## src/hdl/assert_macros.svh

```systemverilog
// assertion helpers included by the top-level rtl file
`ifndef ASSERT_MACROS_SVH
`define ASSERT_MACROS_SVH

// checked only while out of reset
`define APSDC_ASSERT(lbl, prop, msg) \
  lbl: assert property (@(posedge clk) disable iff (!rst_n) prop) \
    else $error(msg);

// checked on every edge, reset included
`define APSDC_ASSERT_ALWAYS(lbl, prop, msg) \
  lbl: assert property (@(posedge clk) prop) else $error(msg);

`endif

```

## src/hdl/apsdc_pkg.sv

```systemverilog
package apsdc_pkg;

  localparam int unsigned DataW     = 32;
  localparam int unsigned ThetaW    = 8;
  localparam int unsigned KW        = 8;
  localparam int unsigned ProdW     = DataW + KW;
  localparam int unsigned ThrW      = DataW + ThetaW + 1;
  localparam int unsigned CntW      = $clog2(DataW);
  localparam int unsigned CfgAw     = 3;
  localparam int unsigned CfgDw     = 32;
  localparam int unsigned RegIdxLsb = 2;

  localparam logic [ThetaW-1:0] THETA_RST = 8'd26;
  localparam logic [KW-1:0]     KDIV_RST  = 8'd4;

  // register indexes
  localparam logic REG_THETA = 1'b0;
  localparam logic REG_KDIV  = 1'b1;

  typedef enum logic [2:0] {
    DEC_IGNORED   = 3'd0,
    DEC_DECREASED = 3'd1,
    DEC_INCREASED = 3'd2,
    DEC_UNCHANGED = 3'd3,
    DEC_LOADED    = 3'd4
  } decision_t;

  typedef enum logic [2:0] {
    S_IDLE,
    S_WIN,
    S_CLASS,
    S_PREP_DEN,
    S_PREP_MC,
    S_MUL,
    S_DIV,
    S_OUT
  } state_t;

endpackage

```

## src/hdl/apsdc_in_if.sv

```systemverilog
interface apsdc_in_if import apsdc_pkg::*; ();
  logic             valid;
  logic             ready;
  logic             action;
  logic             is_ack;
  logic [DataW-1:0] ack_number;
  logic [DataW-1:0] oldest_unacked;
  logic [DataW-1:0] highest_sent;
  logic [DataW-1:0] delay_value;

  modport source (output valid, action, is_ack, ack_number, oldest_unacked,
                  highest_sent, delay_value, input ready);
  modport sink   (input valid, action, is_ack, ack_number, oldest_unacked,
                  highest_sent, delay_value, output ready);
endinterface

```

## src/hdl/apsdc_out_if.sv

```systemverilog
interface apsdc_out_if import apsdc_pkg::*; ();
  logic             valid;
  logic             ready;
  logic [DataW-1:0] send_delay;
  decision_t        decision;

  modport source (output valid, send_delay, decision, input ready);
  modport sink   (input valid, send_delay, decision, output ready);
endinterface

```

## src/hdl/ack_paced_send_delay_control_top.sv

```systemverilog
// ack-paced send delay control: holds the current inter-packet send delay (us) and returns
// one word per input word with the delay after that word and a decision code. an enter word
// (action 0) loads delay_value; a packet word is ignored unless it is an ack whose number lies
// in (oldest_unacked, highest_sent] in modular 32-bit sequence space; a larger reported delay
// is taken as is; a current delay above reported*(1+theta_q8/256) moves 1/K of the rate gap
// toward the reported rate, delay = floor(K*cur*new / ((K-1)*new + cur)), K = 0 read as 1.
// one word is in flight at a time. enter, ignored, decreased and unchanged words go from
// accept to result through the win, class and out states; an increased word also visits
// prep_den, prep_mc, the radix-2 shift-add multiplier (cur * K*new) and the radix-2
// restoring divider (the 72-bit numerator over the 40-bit denominator) that share one shift
// register pair. a new word is accepted as soon as the result sits in the output register,
// even if not yet taken. config registers over apb: theta_q8 at 0x0 (reset 26),
// smoothing_divisor at 0x4 (reset 4); write them only while the block is idle.
`include "assert_macros.svh"

module ack_paced_send_delay_control_top import apsdc_pkg::*; (
  input  logic             clk,
  input  logic             rst_n,
  apsdc_in_if.sink         in_ch,
  apsdc_out_if.source      out_ch,
  input  logic             cfg_psel,
  input  logic             cfg_penable,
  input  logic             cfg_pwrite,
  input  logic [CfgAw-1:0] cfg_paddr,
  input  logic [CfgDw-1:0] cfg_pwdata,
  output logic [CfgDw-1:0] cfg_prdata,
  output logic             cfg_pready
);

  // control state
  state_t            state_r, state_nxt;
  logic [CntW-1:0]   cnt_r, cnt_nxt;
  logic              out_valid_r, out_valid_nxt;

  // architectural state and config
  logic [DataW-1:0]  cur_r, cur_nxt;
  logic [ThetaW-1:0] theta_r;
  logic [KW-1:0]     kdiv_r;

  // captured input word
  logic              action_r, is_ack_r;
  logic [DataW-1:0]  ack_r, una_r, hs_r, nw_r;

  // working registers
  logic [DataW-1:0]  off_r, off_nxt;
  logic [DataW-1:0]  span_r, span_nxt;
  logic              gt_r, gt_nxt;
  logic [ProdW-1:0]  thr_r, thr_nxt;
  logic [ProdW-1:0]  den_r, den_nxt;
  logic [ProdW-1:0]  mc_r, mc_nxt;
  logic [ProdW-1:0]  hi_r, hi_nxt;
  logic [DataW-1:0]  lo_r, lo_nxt;
  logic [DataW-1:0]  res_r, res_nxt;
  decision_t         dec_r, dec_nxt;

  // output register
  logic [DataW-1:0]  out_delay_r;
  decision_t         out_dec_r;

  logic              in_take;
  logic              out_load;
  logic              cfg_wr;
  logic [KW-1:0]     k_eff;
  logic [KW-1:0]     mul_op;
  logic [ProdW-1:0]  mul_p;
  logic [ProdW:0]    add_sum;
  logic [ProdW:0]    trial;
  logic [ProdW:0]    diff;
  logic              qbit;
  logic              win_ok;
  logic [ThrW-1:0]   thr_lhs, thr_rhs;
  logic              cnt_last;

  // ---------------------------------------------------------------------------
  // apb config port
  // ---------------------------------------------------------------------------
  assign cfg_pready = 1'b1;
  assign cfg_wr     = cfg_psel & cfg_penable & cfg_pwrite & cfg_pready;

  always_ff @(posedge clk) begin
    if (!rst_n) begin
      theta_r <= THETA_RST;
      kdiv_r  <= KDIV_RST;
    end else if (cfg_wr) begin
      unique case (cfg_paddr[RegIdxLsb])
        REG_THETA: theta_r <= cfg_pwdata[ThetaW-1:0];
        REG_KDIV:  kdiv_r  <= cfg_pwdata[KW-1:0];
        default:   ;
      endcase
    end
  end

  always_comb begin
    unique case (cfg_paddr[RegIdxLsb])
      REG_THETA: cfg_prdata = {{(CfgDw-ThetaW){1'b0}}, theta_r};
      REG_KDIV:  cfg_prdata = {{(CfgDw-KW){1'b0}}, kdiv_r};
      default:   cfg_prdata = '0;
    endcase
  end

  // ---------------------------------------------------------------------------
  // shared datapath
  // ---------------------------------------------------------------------------
  // a smoothing divisor of zero behaves as one
  assign k_eff = (kdiv_r == '0) ? KW'(1) : kdiv_r;

  // one narrow multiplier: new*theta, new*(K-1), new*K in the win, prep_den and prep_mc states
  always_comb begin
    case (state_r)
      S_PREP_DEN: mul_op = k_eff - KW'(1);
      S_PREP_MC:  mul_op = k_eff;
      default:    mul_op = theta_r;
    endcase
  end
  assign mul_p = {{KW{1'b0}}, nw_r} * {{DataW{1'b0}}, mul_op};

  // shift-add step, multiplier bits from lo, lsb first
  assign add_sum = {1'b0, hi_r} + (lo_r[0] ? {1'b0, mc_r} : '0);

  // restoring divide step; hi stays below den so trial fits
  assign trial = {hi_r, lo_r[DataW-1]};
  assign diff  = trial - {1'b0, den_r};
  assign qbit  = ~diff[ProdW];

  // modular sequence window (oldest_unacked, highest_sent]
  assign win_ok = is_ack_r && (off_r != '0) && (off_r <= span_r);

  // cur*256 against new*(256+theta)
  assign thr_lhs = {1'b0, cur_r, {ThetaW{1'b0}}};
  assign thr_rhs = {1'b0, nw_r, {ThetaW{1'b0}}} + {1'b0, thr_r};

  assign cnt_last = (cnt_r == CntW'(DataW - 1));

  // ---------------------------------------------------------------------------
  // sequencer
  // ---------------------------------------------------------------------------
  assign in_take  = in_ch.valid & in_ch.ready;
  assign out_load = (state_r == S_OUT) && (!out_valid_r || out_ch.ready);

  always_ff @(posedge clk) begin
    if (!rst_n) begin
      state_r     <= S_IDLE;
      cnt_r       <= '0;
      out_valid_r <= 1'b0;
      cur_r       <= '0;
    end else begin
      state_r     <= state_nxt;
      cnt_r       <= cnt_nxt;
      out_valid_r <= out_valid_nxt;
      cur_r       <= cur_nxt;
    end
  end

  always_ff @(posedge clk) begin
    if (in_take) begin
      action_r <= in_ch.action;
      is_ack_r <= in_ch.is_ack;
      ack_r    <= in_ch.ack_number;
      una_r    <= in_ch.oldest_unacked;
      hs_r     <= in_ch.highest_sent;
      nw_r     <= in_ch.delay_value;
    end
    off_r  <= off_nxt;
    span_r <= span_nxt;
    gt_r   <= gt_nxt;
    thr_r  <= thr_nxt;
    den_r  <= den_nxt;
    mc_r   <= mc_nxt;
    hi_r   <= hi_nxt;
    lo_r   <= lo_nxt;
    res_r  <= res_nxt;
    dec_r  <= dec_nxt;
    if (out_load) begin
      out_delay_r <= res_r;
      out_dec_r   <= dec_r;
    end
  end

  always_comb begin
    state_nxt   = state_r;
    cnt_nxt     = cnt_r;
    cur_nxt     = cur_r;
    off_nxt     = off_r;
    span_nxt    = span_r;
    gt_nxt      = gt_r;
    thr_nxt     = thr_r;
    den_nxt     = den_r;
    mc_nxt      = mc_r;
    hi_nxt      = hi_r;
    lo_nxt      = lo_r;
    res_nxt     = res_r;
    dec_nxt     = dec_r;
    in_ch.ready = 1'b0;

    unique case (state_r)
      S_IDLE: begin
        in_ch.ready = 1'b1;
        if (in_ch.valid) state_nxt = S_WIN;
      end
      S_WIN: begin
        off_nxt   = ack_r - una_r;
        span_nxt  = hs_r - una_r;
        gt_nxt    = nw_r > cur_r;
        thr_nxt   = mul_p;
        state_nxt = S_CLASS;
      end
      S_CLASS: begin
        state_nxt = S_OUT;
        if (!action_r) begin
          res_nxt = nw_r;
          dec_nxt = DEC_LOADED;
        end else if (!win_ok) begin
          res_nxt = cur_r;
          dec_nxt = DEC_IGNORED;
        end else if (gt_r) begin
          res_nxt = nw_r;
          dec_nxt = DEC_DECREASED;
        end else if (thr_lhs > thr_rhs) begin
          state_nxt = S_PREP_DEN;
        end else begin
          res_nxt = cur_r;
          dec_nxt = DEC_UNCHANGED;
        end
      end
      S_PREP_DEN: begin
        // (K-1)*new + cur stays below 2^40
        den_nxt   = mul_p + {{KW{1'b0}}, cur_r};
        state_nxt = S_PREP_MC;
      end
      S_PREP_MC: begin
        mc_nxt    = mul_p;
        hi_nxt    = '0;
        lo_nxt    = cur_r;
        cnt_nxt   = '0;
        state_nxt = S_MUL;
      end
      S_MUL: begin
        hi_nxt  = add_sum[ProdW:1];
        lo_nxt  = {add_sum[0], lo_r[DataW-1:1]};
        cnt_nxt = cnt_r + CntW'(1);
        if (cnt_last) state_nxt = S_DIV;
      end
      S_DIV: begin
        hi_nxt  = qbit ? diff[ProdW-1:0] : trial[ProdW-1:0];
        lo_nxt  = {lo_r[DataW-2:0], qbit};
        cnt_nxt = cnt_r + CntW'(1);
        if (cnt_last) begin
          res_nxt   = {lo_r[DataW-2:0], qbit};
          dec_nxt   = DEC_INCREASED;
          state_nxt = S_OUT;
        end
      end
      S_OUT: begin
        if (out_load) begin
          cur_nxt   = res_r;
          state_nxt = S_IDLE;
        end
      end
      default: state_nxt = S_IDLE;
    endcase
  end

  // output register: holds the word until taken
  always_comb begin
    if (out_load)          out_valid_nxt = 1'b1;
    else if (out_ch.ready) out_valid_nxt = 1'b0;
    else                   out_valid_nxt = out_valid_r;
  end

  assign out_ch.valid      = out_valid_r;
  assign out_ch.send_delay = out_delay_r;
  assign out_ch.decision   = out_dec_r;

  // ---------------------------------------------------------------------------
  // checks
  // ---------------------------------------------------------------------------
  `APSDC_ASSERT(a_div_rem_bound, (state_r == S_DIV) |-> (hi_r < den_r), "divider remainder overflow")
  `APSDC_ASSERT(a_inc_range, (out_load && dec_r == DEC_INCREASED) |-> (res_r >= nw_r && res_r < cur_r), "increased delay out of range")
  `APSDC_ASSERT(a_dec_grows, (out_load && dec_r == DEC_DECREASED) |-> (res_r > cur_r), "decreased rate without larger delay")
  `APSDC_ASSERT(a_cur_hold, (!out_load) |=> $stable(cur_r), "delay changed without a result")
  `APSDC_ASSERT_ALWAYS(a_rst_out, (!rst_n) |=> (!out_valid_r && state_r == S_IDLE), "reset left work pending")

endmodule

```

## src/flat_wrapper.sv

```systemverilog
// flat-port wrapper written by rule: the top's interface ports become plain ports
module ack_paced_send_delay_control_top_flat import apsdc_pkg::*;
  (clk, rst_n, cfg_psel, cfg_penable, cfg_pwrite, cfg_paddr, cfg_pwdata, cfg_prdata, cfg_pready, in_ch_valid, in_ch_action, in_ch_is_ack, in_ch_ack_number, in_ch_oldest_unacked, in_ch_highest_sent, in_ch_delay_value, in_ch_ready, out_ch_valid, out_ch_send_delay, out_ch_decision, out_ch_ready);
  apsdc_in_if in_ch_i ();
  apsdc_out_if out_ch_i ();
  input  logic clk;
  input  logic rst_n;
  input  logic cfg_psel;
  input  logic cfg_penable;
  input  logic cfg_pwrite;
  input  logic [CfgAw-1:0] cfg_paddr;
  input  logic [CfgDw-1:0] cfg_pwdata;
  output logic [CfgDw-1:0] cfg_prdata;
  output logic cfg_pready;
  input wire logic [$bits(in_ch_i.valid)-1:0] in_ch_valid;
  input wire logic [$bits(in_ch_i.action)-1:0] in_ch_action;
  input wire logic [$bits(in_ch_i.is_ack)-1:0] in_ch_is_ack;
  input wire logic [$bits(in_ch_i.ack_number)-1:0] in_ch_ack_number;
  input wire logic [$bits(in_ch_i.oldest_unacked)-1:0] in_ch_oldest_unacked;
  input wire logic [$bits(in_ch_i.highest_sent)-1:0] in_ch_highest_sent;
  input wire logic [$bits(in_ch_i.delay_value)-1:0] in_ch_delay_value;
  output wire logic [$bits(in_ch_i.ready)-1:0] in_ch_ready;
  output wire logic [$bits(out_ch_i.valid)-1:0] out_ch_valid;
  output wire logic [$bits(out_ch_i.send_delay)-1:0] out_ch_send_delay;
  output wire logic [$bits(out_ch_i.decision)-1:0] out_ch_decision;
  input wire logic [$bits(out_ch_i.ready)-1:0] out_ch_ready;
  assign in_ch_i.valid = in_ch_valid;
  assign in_ch_i.action = in_ch_action;
  assign in_ch_i.is_ack = in_ch_is_ack;
  assign in_ch_i.ack_number = in_ch_ack_number;
  assign in_ch_i.oldest_unacked = in_ch_oldest_unacked;
  assign in_ch_i.highest_sent = in_ch_highest_sent;
  assign in_ch_i.delay_value = in_ch_delay_value;
  assign in_ch_ready = in_ch_i.ready;
  assign out_ch_valid = out_ch_i.valid;
  assign out_ch_send_delay = out_ch_i.send_delay;
  assign out_ch_decision = out_ch_i.decision;
  assign out_ch_i.ready = out_ch_ready;
  ack_paced_send_delay_control_top u_core (.clk(clk), .rst_n(rst_n), .in_ch(in_ch_i), .out_ch(out_ch_i), .cfg_psel(cfg_psel), .cfg_penable(cfg_penable), .cfg_pwrite(cfg_pwrite), .cfg_paddr(cfg_paddr), .cfg_pwdata(cfg_pwdata), .cfg_prdata(cfg_prdata), .cfg_pready(cfg_pready));
endmodule
```

## config.mk

```make
export PLATFORM = sky130hd
export DESIGN_NAME = ack_paced_send_delay_control_top_flat
export DESIGN_NICKNAME = d
export VERILOG_FILES = /design/src/hdl/apsdc_pkg.sv /design/src/hdl/apsdc_in_if.sv /design/src/hdl/apsdc_out_if.sv /design/src/hdl/ack_paced_send_delay_control_top.sv /design/src/flat_wrapper.sv
export VERILOG_INCLUDE_DIRS = /design/src /design/src/hdl
export SDC_FILE = /design/constraint.sdc
export NUM_CORES = 2
export LEC_CHECK = 0
export BUFFER_PORTS_ARGS = -buffer_cell sky130_fd_sc_hd__buf_2
export CORE_UTILIZATION = 26
export DETAILED_ROUTE_END_ITERATION = 12
export GPL_TIMING_DRIVEN = 0
export HOLD_SLACK_MARGIN = 0.06
export PLACE_DENSITY = 0.42
export SYNTH_ARGS = -nofsm -noshare
export SYNTH_HDL_FRONTEND = slang
export SYNTH_SLANG_ARGS = --single-unit
export TNS_END_PERCENT = 20
```

## constraint.sdc

```tcl
create_clock -name clk -period 14 [get_ports clk]
set_clock_uncertainty 0.1 [all_clocks]
set_input_delay 2.8 -clock clk [delete_from_list [all_inputs] [get_ports clk]]
set_output_delay 2.8 -clock clk [all_outputs]
set_load 0.01 [all_outputs]
```

==> summary.txt <==
Run status
  – Outcome: finished, final reports clean

CTS
  – # clock sinks: 514
  – CTS Hold Bufs: 0
  – H-tree Lvls: 3
  – CTS tree: done
  – Post-CTS Repair Setup Buffers: 0
  – Clk Latency, worst-skew pair: around 0.67 ns
  – Clock transition at the registers of the reported paths: roughly 0.060 ns
  – Largest buffer count on any clock path: 3
  – CTS Buf Count: 67
  – Post-cts repair resize count: 0
  – Clock root buffer: clkbuf_16

Drt
  – DRT iter0 DRCs: roughly 1,300
  – Via-to-Cell Ratio: 4.58
  – Avg WL per Cell: about 19 um
  – Antenna Nets Post-Route: 0
  – Drt total wl: approximately 110 mm
  – Vias: ~28,000
  – First-pass iteration count of the detailed router: 5
  – DRC viols: 0

Finish
  – Layout area overhead: 15.5%
  – Commonest non-fill, non-tap cells in the layout: edfxtp_1 (457), ha_1 (369), inv_1 (366), nand2_1 (359), a21oi_1 (256)
  – Final Cell Area: 44,800 sq um
  – Area of the multi-input gates: about 22,000 sq um
  – Nets: 4,816
  – Most common cell after layout, fill and taps aside: edfxtp_1
  – Final Util: a little under a third
  – Fillers: roughly 15,000
  – Reg area: roughly 15,000 sq um
  – Layout cells sized above 1: between 8 and 9%

Yosys
  – Cells after Synth: ~3,800
  – Synth Register Bits: between 500 and 600
  – Ys flop type: edfxtp_1
  – Post-synth EDFFs: 457
  – Seq/Total Area, Yosys: a little under two fifths
  – Post-synthesis cell area: between 30,000 and 40,000 sq um
  – Distinct cells, synth: 73
  – Syn avg cell area: just over 10 sq um
  – YS warnings: 0
  – Ys async rst share: 0%

Critical path
  – Worst path required time: around 14 ns
  – CP max stage cell: clkbuf_1
  – Element type at the critical path end: flip-flop
  – Worst EP arrival: approximately 11 ns
  – Critical Path Fanout Max: 10
  – Type of origin of the critical path: flip-flop
  – Crit Path Class: reg -> reg
  – Critical Path Max Stage Delay: 0.68 ns

Global routing
  – First-pass GRT wire length: 173 mm
  – Largest net degree at the start of global routing: 72
  – Initial antenna violation count: 12
  – GRT Residual Overflow: 0
  – GRT Total Usage: 15.1%
  – Vias in the first global route: between 20,000 and 30,000

Floorplan
  – I/O pins: roughly 240
  – Initial Util: a little over a quarter
  – CORE AREA: 148,000 sq um
  – Die W: between 300 and 400 um
  – Die footprint: between 150,000 and 200,000 sq um
  – Site Rows: about 140
  – Die H: 388 um

Place
  – PortBufs: between 150 and 200
  – Gpl congestion: around 0.85
  – Placement Cell Area: between 40,000 and 50,000 sq um
  – Dpl hpwl: about 93 mm

Timing
  – Maximum clock rate: between 0.09 and 0.1 GHz
  – Setup TNS: 0 ns
  – Relative slew slack: 19.7%
  – Slew @ Worst Pin: approximately 1.2 ns
  – Worst hold slack: approximately 0.32 ns
  – Final Slew Violations: 0
  – RSZ-0062 raised after global routing: no
  – Final Hold Viols: 0
  – Final setup vio count: 0
  – Crit share post-route: between 70 and 80%
  – Final min period: about 11 ns

Min path
  – HP Class: reg -> reg

Job
  – Max Cap Violations: 0
==> worst paths after layout <==
path / startpoint / end / slack (ns) / cells after the start
hold reg to reg: u_core.dec_r[1] / u_core.out_ch.decision[1] / 0.32 / 0
setup / recovery: u_core.state_r[0] / u_core.den_r[39] / 3.37 / 37
hold / removal: u_core.dec_r[1] / u_core.out_ch.decision[1] / 0.32 / 0
setup reg to reg: u_core.state_r[0] / u_core.den_r[39] / 3.37 / 37
==> per-layer routing <==
| layer | track usage [%] | routed length (um) | up-vias |
|---|---|---|---|
| li1 | - | - | 13991 |
| met1 | 19.6 | 52900 | 13267 |
| met2 | 26.0 | 55100 | 433 |
| met3 | 1.68 | 3400 | 135 |
| met4 | 4.99 | 3120 | 12 |
| met5 | 0 | 85 | - |
==> sequential cells by signal, indices dropped and copies added (netlist names), 40 cells and up <==
register,flops
u_core.den_r,40
u_core.thr_r,40
u_core.mc_r,40
u_core.hi_r,40
==> stage by stage <==
stage,cells,setup slack [ns]
after floorplan,3818,4.81
after global placement,5938,1.45
after detailed placement,5950,3.24
after CTS,6071,3.19
after global routing,6071,2.62
final,6072,3.37
==> synth_stat cells (24+ instances only) <==
master,instances,share of area [%]
fa_1,186,9.6
inv_1,367,3.6
nor2_1,165,1.6
dfxtp_1,57,2.9
o211ai_1,47,0.91
xor2_1,82,1.9
edfxtp_1,457,35
nand4_1,41,0.66
nand3_1,65,0.84
nor2b_1,71,1.1
o21ai_0,164,2.1
buf_4,26,0.50
nand2b_1,49,0.79
nor3_1,30,0.39
a21oi_1,256,3.3
a21boi_0,24,0.46
clkbuf_1,88,0.85
a21o_1,152,2.9
ha_1,369,12
nand2_1,360,3.5
o21a_1,47,0.91
mux2i_1,69,1.8
xnor2_1,135,3.1
and2_1,194,3.1
o22ai_1,40,0.65
==> kinds of logic (layout without fill, tap and decap cells) <==
kind of cell / after synthesis / in the layout / share of synthesized area (%)
flops: 514 / 514 / 38.3
compound gates: 894 / 894 / 14.8
simple gates: 1048 / 1048 / 13.3
other cells: 2 / 26 / 0.0194
fa+ha+maj: 555 / 555 / 21.5
buf+inv: 487 / 810 / 5.03
xor+xnor: 218 / 218 / 4.94
mux: 77 / 77 / 2.01
==> layout make-up <==
class                   instances  area share (%)
flip-flops and latches        514            33.2
diodes                          1         0.00559
repair buffers                202            2.64
clock buffers                  78            3.95
well taps                    1930            5.39
inverters                     368            3.09
multi-input cells            2817            49.3
plain buffers                 119            1.27
clock inverters                43            1.19
==> worst max-delay path, delay by kind of cell, from the launching register on <==
family                   cells  cell delay, ns
AO/OA/AOI/OAI               17            3.80
adder cells (fa/ha/maj)      7            2.94
buffers and inverters        6            1.41
AND/OR/NAND/NOR              5            0.93
XOR/XNOR                     2            0.76
flip-flops                   1            0.37
Power is left out: the tool's default activity adds up to more than one toggle a clock period on the data nets, which glitch-free logic cannot reach.
